==> src/rtl/irpsc_pkg.sv <==
// ----------------------------------------------------------------------------
// irpsc_pkg - shared types and constants for the IR pulse period sync checker
// Widths, register indexes, configuration bundle and the margin compare.
// ----------------------------------------------------------------------------
package irpsc_pkg;

  localparam int unsigned StampBits     = 24;
  localparam int unsigned PulsesForSync = 4;
  localparam int unsigned NumIntervals  = PulsesForSync - 1;
  localparam int unsigned NumPeriods    = 4;
  localparam int unsigned IdxBits       = $clog2(NumIntervals);
  localparam int unsigned CntBits       = $clog2(PulsesForSync + 1);
  localparam int unsigned CfgIdxBits    = 3;

  typedef logic [StampBits-1:0] stamp_t;

  // Configuration register indexes
  typedef enum logic [CfgIdxBits-1:0] {
    RegIntervalMargin = 3'd0,
    RegPeriodMargin   = 3'd1,
    RegPeriodA        = 3'd2,
    RegPeriodB        = 3'd3,
    RegPeriodC        = 3'd4,
    RegPeriodD        = 3'd5
  } cfg_reg_e;

  // Input event modes
  typedef enum logic {
    ModePulse  = 1'b0,
    ModeMissed = 1'b1
  } mode_e;

  typedef struct packed {
    stamp_t                         interval_margin;
    stamp_t                         period_margin;
    logic [NumPeriods-1:0][StampBits-1:0] periods;
  } cfg_t;

  typedef struct packed {
    logic   evaluated;
    logic   locked;
    stamp_t sync_period;
    logic   hunting;
  } res_t;

  // True when value lies within margin of ref_val; the lower bound clamps at
  // zero, so this is simply |value - ref_val| <= margin.
  function automatic logic within_margin(stamp_t value, stamp_t ref_val, stamp_t margin);
    stamp_t diff;
    diff = (value >= ref_val) ? (value - ref_val) : (ref_val - value);
    return (diff <= margin);
  endfunction

endpackage

==> src/rtl/irpsc_if.sv <==


interface irpsc_cfg_if import irpsc_pkg::*; ();
  logic                  valid;
  logic                  ready;
  logic [CfgIdxBits-1:0] index;
  stamp_t                data;

  modport source (output valid, output index, output data, input ready);
  modport sink   (input valid, input index, input data, output ready);
endinterface

==> src/rtl/irpsc_cfg_regs.sv <==
// ----------------------------------------------------------------------------
// irpsc_cfg_regs - configuration register file
// Holds the margins and the four expected periods; writes to unknown
// indexes are dropped.
// ----------------------------------------------------------------------------
module irpsc_cfg_regs import irpsc_pkg::*; (
  input  logic           clk_i,
  input  logic           rst_ni,
  irpsc_cfg_if.sink      cfg_i,
  output cfg_t           cfg_o
);

  cfg_t cfg_q, cfg_d;

  // Always take a write transfer
  assign cfg_i.ready = 1'b1;

  // Decode the register index
  always_comb begin
    cfg_d = cfg_q;
    if (cfg_i.valid) begin
      case (cfg_reg_e'(cfg_i.index))
        RegIntervalMargin: cfg_d.interval_margin = cfg_i.data;
        RegPeriodMargin:   cfg_d.period_margin   = cfg_i.data;
        RegPeriodA:        cfg_d.periods[0]      = cfg_i.data;
        RegPeriodB:        cfg_d.periods[1]      = cfg_i.data;
        RegPeriodC:        cfg_d.periods[2]      = cfg_i.data;
        RegPeriodD:        cfg_d.periods[3]      = cfg_i.data;
        default:           cfg_d = cfg_q;
      endcase
    end
  end

  always_ff @(posedge clk_i or negedge rst_ni) begin
    if (!rst_ni) begin
      cfg_q.interval_margin <= StampBits'(65);
      cfg_q.period_margin   <= StampBits'(32);
      cfg_q.periods[0]      <= StampBits'(163);
      cfg_q.periods[1]      <= StampBits'(819);
      cfg_q.periods[2]      <= StampBits'(1638);
      cfg_q.periods[3]      <= StampBits'(3276);
    end else begin
      cfg_q <= cfg_d;
    end
  end

  assign cfg_o = cfg_q;

endmodule

==> src/flat_wrapper.sv <==
// flat-port wrapper written by rule: the top's interface ports become plain ports
module irpsc_cfg_regs_flat import irpsc_pkg::*;
  (clk_i, rst_ni, cfg_o, cfg_i_valid, cfg_i_index, cfg_i_data, cfg_i_ready);
  irpsc_cfg_if cfg_i_i ();
  input  logic clk_i;
  input  logic rst_ni;
  output cfg_t cfg_o;
  input wire logic [$bits(cfg_i_i.valid)-1:0] cfg_i_valid;
  input wire logic [$bits(cfg_i_i.index)-1:0] cfg_i_index;
  input wire logic [$bits(cfg_i_i.data)-1:0] cfg_i_data;
  output wire logic [$bits(cfg_i_i.ready)-1:0] cfg_i_ready;
  assign cfg_i_i.valid = cfg_i_valid;
  assign cfg_i_i.index = cfg_i_index;
  assign cfg_i_i.data = cfg_i_data;
  assign cfg_i_ready = cfg_i_i.ready;
  irpsc_cfg_regs u_core (.clk_i(clk_i), .rst_ni(rst_ni), .cfg_i(cfg_i_i), .cfg_o(cfg_o));
endmodule
==> config.mk <==
export PLATFORM = sky130hd
export DESIGN_NAME = irpsc_cfg_regs_flat
export DESIGN_NICKNAME = d
export VERILOG_FILES = /design/src/rtl/irpsc_pkg.sv /design/src/rtl/irpsc_if.sv /design/src/rtl/irpsc_cfg_regs.sv /design/src/flat_wrapper.sv
export SDC_FILE = /design/constraint.sdc
export NUM_CORES = 1
export LEC_CHECK = 0
export BUFFER_PORTS_ARGS = -buffer_cell sky130_fd_sc_hd__buf_2
export CAP_MARGIN = 15
export CORE_MARGIN = 5
export CORE_UTILIZATION = 28
export CTS_BUF_LIST = sky130_fd_sc_hd__clkbuf_8
export CTS_CLUSTER_DIAMETER = 80
export DETAILED_ROUTE_END_ITERATION = 6
export PLACE_DENSITY = 0.57
export SYNTH_ARGS = -nofsm -noshare
export SYNTH_HDL_FRONTEND = slang
export SYNTH_SLANG_ARGS = --single-unit
==> constraint.sdc <==
create_clock -name clk_i -period 1.01 [get_ports clk_i]
set_clock_uncertainty 0.05 [all_clocks]
set_input_delay 0.1515 -clock clk_i [delete_from_list [all_inputs] [get_ports clk_i]]
set_output_delay 0.1515 -clock clk_i [all_outputs]
set_load 0.05 [all_outputs]
# Word-level counts from Yosys, hierarchy flattened
# Index checks and enable logic that the tools add are counted.
# totals
register_bits,144
in_bits,30
output_inout_bits,145
word_cells,18
# classes
eq_ne,5
n_reduce_logical,7
# op_table
op,n
AND reduction 2 bit,6
equality test 3 x 2 -> 1 bit (second input constant),2
equality test 3 bit (second input constant),2
equality test 3 x 1 -> 1 bit (second input constant),1
zero test 3 bit,1

# Longest topological paths before layout
# logic_depth
depth_word,2
mapped_depth,5
depth_no_buf,2

# Worst setup path before layout
# Ideal clock, no wire load.
# synth_timing
path_kind,input-to-reg
start,input port cfg_i_index[0]
end,register u_core.cfg_q (netlist bit u_core.cfg_o[124])
arrival_time_ns,1.211
required_ns,0.835
slack_ns,-0.376
cell_stages,4
n_path_buf,2
path_cell_list,buf_6 > nor4b_4 > buf_6 > mux2_2
# synth_between
elab_chain_len,2
# synth_lines
item,line,rtl
"start, declared",flat_wrapper.sv:9,input wire logic [$bits(cfg_i_i.index)-1:0] cfg_i_index;
zero test 3 bit,irpsc_cfg_regs.sv:22,case (cfg_reg_e'(cfg_i.index))
AND reduction 2 bit (no line),--,
"end signal, assigned",irpsc_cfg_regs.sv:43,cfg_q <= cfg_d;
"end, declared",irpsc_cfg_regs.sv:13,"cfg_t cfg_q, cfg_d;"
# Every way passes these cells.
# A chain may end at the register's enable or synchronous reset.

# Final worst setup path
# layout_timing
start,register u_core.cfg_q (netlist bit u_core.cfg_o[126])
end,output port cfg_o[126] in the netlist's numbering
# layout_lines
item,line,rtl
"end, declared",flat_wrapper.sv:7,output cfg_t cfg_o;
# No word-level cell between the ends.

==> results.txt <==
Detail Route Antenna Nets -> 0
RSZ-0062 raised after global routing -> yes
Die area -> 22,700 um2
Die Width -> 150.7 um
Max-cap violations -> 0
Worst IR Drop VDD -> 1.262 mV
Sw Pwr -> 9.585 mW
Worst Setup Path Type -> flip-flop to output pin
Max Transition Viols Final -> 0
DR vias -> 3,690
Share of layout cells above drive strength 1 -> 0.7644
Area delta synth->final -> 65.67%
GPL Wtd Cong -> 0.7267
Reg2reg end -> u_core.cfg_o[99]
Crit path max fanout -> 2
Hold EP -> u_core.cfg_o[13]
Clock latency on the worst-skew pair -> 0.43 ns
Busiest layer in global routing -> met2
First-pass GRT wire length -> 24,380 um
Failing checks -> setup timing
Sw Ratio -> 0.4051
Synth Area in XOR/XNOR -> 0
Syn avg cell area -> 17.76 um2
Seq pwr share -> 0.352
Critical Path Max Stage Delay -> 0.58 ns
Warnings, synthesis -> 0
Mapped cell area -> 5540 um2
Vias/cell -> 4.316
GRT met1 Usage -> 0.1779
First-pass iteration count of the detailed router -> 4
Fmax -> 732.8 MHz
Synth Area in Adders -> 0
Final Critical Period -> 1.365 ns
Crit path buf inv count -> 1
CTS tree -> yes
Status -> finished with violations
Mux share of post-synthesis cell area -> 0.2961
Die Y -> 150.7 um
Syn Inst Count -> 312
Synth Area in Simple Gates -> 0.01649
Initial Util -> 0.2847
DRT Wirelength -> 16,150 um
Post-synthesis register bit count -> 144
Worst hold path startpoint -> cfg_i_data[13]
Gate power share -> 0.453
# IOs -> 175
Post-detailed-route wirelength per cell -> 18.89 um
Final Hold Violating Endpoints -> 0
Arrival time worst endpoint -> 1.16 ns
Total GRT Usage -> 0.1411
Number of global-route vias before repair -> 4,136
Pleak -> 4.260 nW
Final WS setup -> -0.3546 ns
Gr ovfl total -> 0
Clock share of power -> 0.194
Synth Area in Compound Gates -> 0
Pin count of the biggest net entering global routing -> 31
Max reg flops -> 144
DRC Markers -> 0
Nature of the critical path endpoint -> output pin
Clock transition at the registers of the reported paths -> 0.08 ns
Distinct cells, synth -> 14
Met2 usage -> 0.2350
Worst hold path class -> input port to flip-flop
Port-buffer cells -> 173
M3 GR Usage -> 0.04545
Diode count -> 0
Path depth of the worst reg2reg path -> 3
Post-route setup TNS -> -30.76 ns
Flop2flop setup slack -> -0.08 ns
Largest cells by area after synthesis -> dfrtp_1 54%, mux2_2 28%, dfstp_2 12%
Kind of cell adding the most delay to the critical path -> flip-flops
Nets -> 607
Core box area -> 19,460 um2
Power Internal -> 14.08 mW
Hold Path Cell Cnt -> 2
CP cell instances -> buf_8
Yosys top cell by area -> dfrtp_1
Pwr Total -> 23.66 mW
DP HPWL -> 10,220 um
Register area share after synthesis -> 0.6561
Critical R2R Launch -> u_core.cfg_o[99]
Largest family of logic cells by synthesized area -> multiplexers
Yosys top cell area share -> 0.5375
Type of origin of the critical path -> flip-flop
Drt initial violations -> 71
Critical Path RT -> 0.81 ns
TritonCTS buffer count -> 17
Tcrit/Tclk final -> 1.351
Clock sink count -> 144
Initial antenna violation count -> 0
Row count -> 51
Clk buf depth -> 2
H-tree depth -> 4
Setup violators final -> 154
CP max-delay cell -> dfstp_2
Power per cell area -> 2578 nW/um2
Root Driver -> clkbuf_8
Syn_nets -> 342
-- power by group through the flow --
stage          Combinational, mW  Sequential, mW  Clock (mW)
2_1_floorplan               1.66            12.5           0
3_3_place_gp                8.18            8.02           0
3_5_place_dp                8.25            8.04           0
4_1_cts                     10.5            8.29        4.77
5_1_grt                     11.1            8.47        5.04
6_report                    10.7            8.34        4.60
-- cell families (layout without fill, tap and decap cells) --
kind of cell / after synthesis / in the layout
mux: 144 / 144
flops: 144 / 144
buf+inv: 17 / 295
simple gates: 6 / 6
other cells: 1 / 1
-- cell type report --
type / count / area, um2
Sequential cell: 144 / 3641
Clock buffer: 17 / 234.0
Multi-Input combinational cell: 151 / 2021
Clock inverter: 15 / 162.7
Fill cell: 1657 / 10280
Tap cell: 265 / 331.6
Timing Repair Buffer: 263 / 2789
-- stage by stage --
stage                 util  hold WS, ns  worst slack [ns]  cell area [um2]  std cells
floorplan                -      -0.1941           -0.3181             5872        312
global placement    0.3685    -0.001171           -0.3881             7172        751
detailed placement  0.3685    0.0008772           -0.4363             7172        751
CTS                 0.4651     0.002500           -0.3848             9051        840
global route        0.4716      0.01039           -0.4102             9179        855
finish              0.4716      0.04052           -0.3546             9179        855
-- per-layer routing --
layer,vias up,share of wire,wire length [um]
met4,0,0.0096,155
met3,13,0.070,1126
met1,1913,0.43,6943
li1,1632,-,-
met5,-,0,0
met2,132,0.49,7929
-- Yosys cell counts --
cell      instances
mux2_4            5
buf_4             1
dfstp_2          25
and4bb_1          1
buf_8             2
buf_6            10
buf_2             4
nand4b_2          2
conb_1            1
mux2_1            1
mux2_2          138
nor4b_4           1
and4bb_2          2
dfrtp_1         119
-- worst max path at each step --
| stage | startpoint | endpoint | slack [ns] | cells after the start |
|---|---|---|---|---|
| after global routing | u_core.cfg_o[126] | cfg_o[126] | -0.41 | 1 |
| after floorplan | cfg_i_index[0] | u_core.cfg_o[123] | -0.32 | 4 |
| after CTS | u_core.cfg_o[50] | cfg_o[50] | -0.38 | 1 |
| final | u_core.cfg_o[126] | cfg_o[126] | -0.35 | 1 |
| after global placement | cfg_i_index[2] | u_core.cfg_o[136] | -0.39 | 4 |
| after detailed placement | cfg_i_index[2] | u_core.cfg_o[143] | -0.44 | 4 |
-- repair_timing --
action | 4_1_cts | 5_1_grt
hold buffers | 24 | 0
resized for setup | 313 | 4
endpoints found under the setup margin | 144 | 144
buffers inserted | 33 | 15
hold endpoints to repair | 265 | 0
-- cells in the final DEF, fill, tap and decap left out --
| cell | n |
|---|---|
| dfrtp_2 | 5 |
| nand4b_2 | 2 |
| clkinv_4 | 5 |
| mux2_2 | 63 |
| clkinv_2 | 2 |
| mux2_4 | 81 |
| and4bb_2 | 3 |
| inv_6 | 3 |
| buf_12 | 14 |
| buf_8 | 25 |
| dfrtp_1 | 114 |
| bufinv_16 | 2 |
| buf_6 | 123 |
| clkinvlp_4 | 3 |
| nor4b_4 | 1 |
| buf_4 | 49 |
| dfstp_2 | 25 |
| buf_2 | 28 |
| dlygate4sd3_1 | 24 |
| conb_1 | 1 |
| clkbuf_8 | 17 |
No activity file was read; power rests on OpenSTA's default activity.
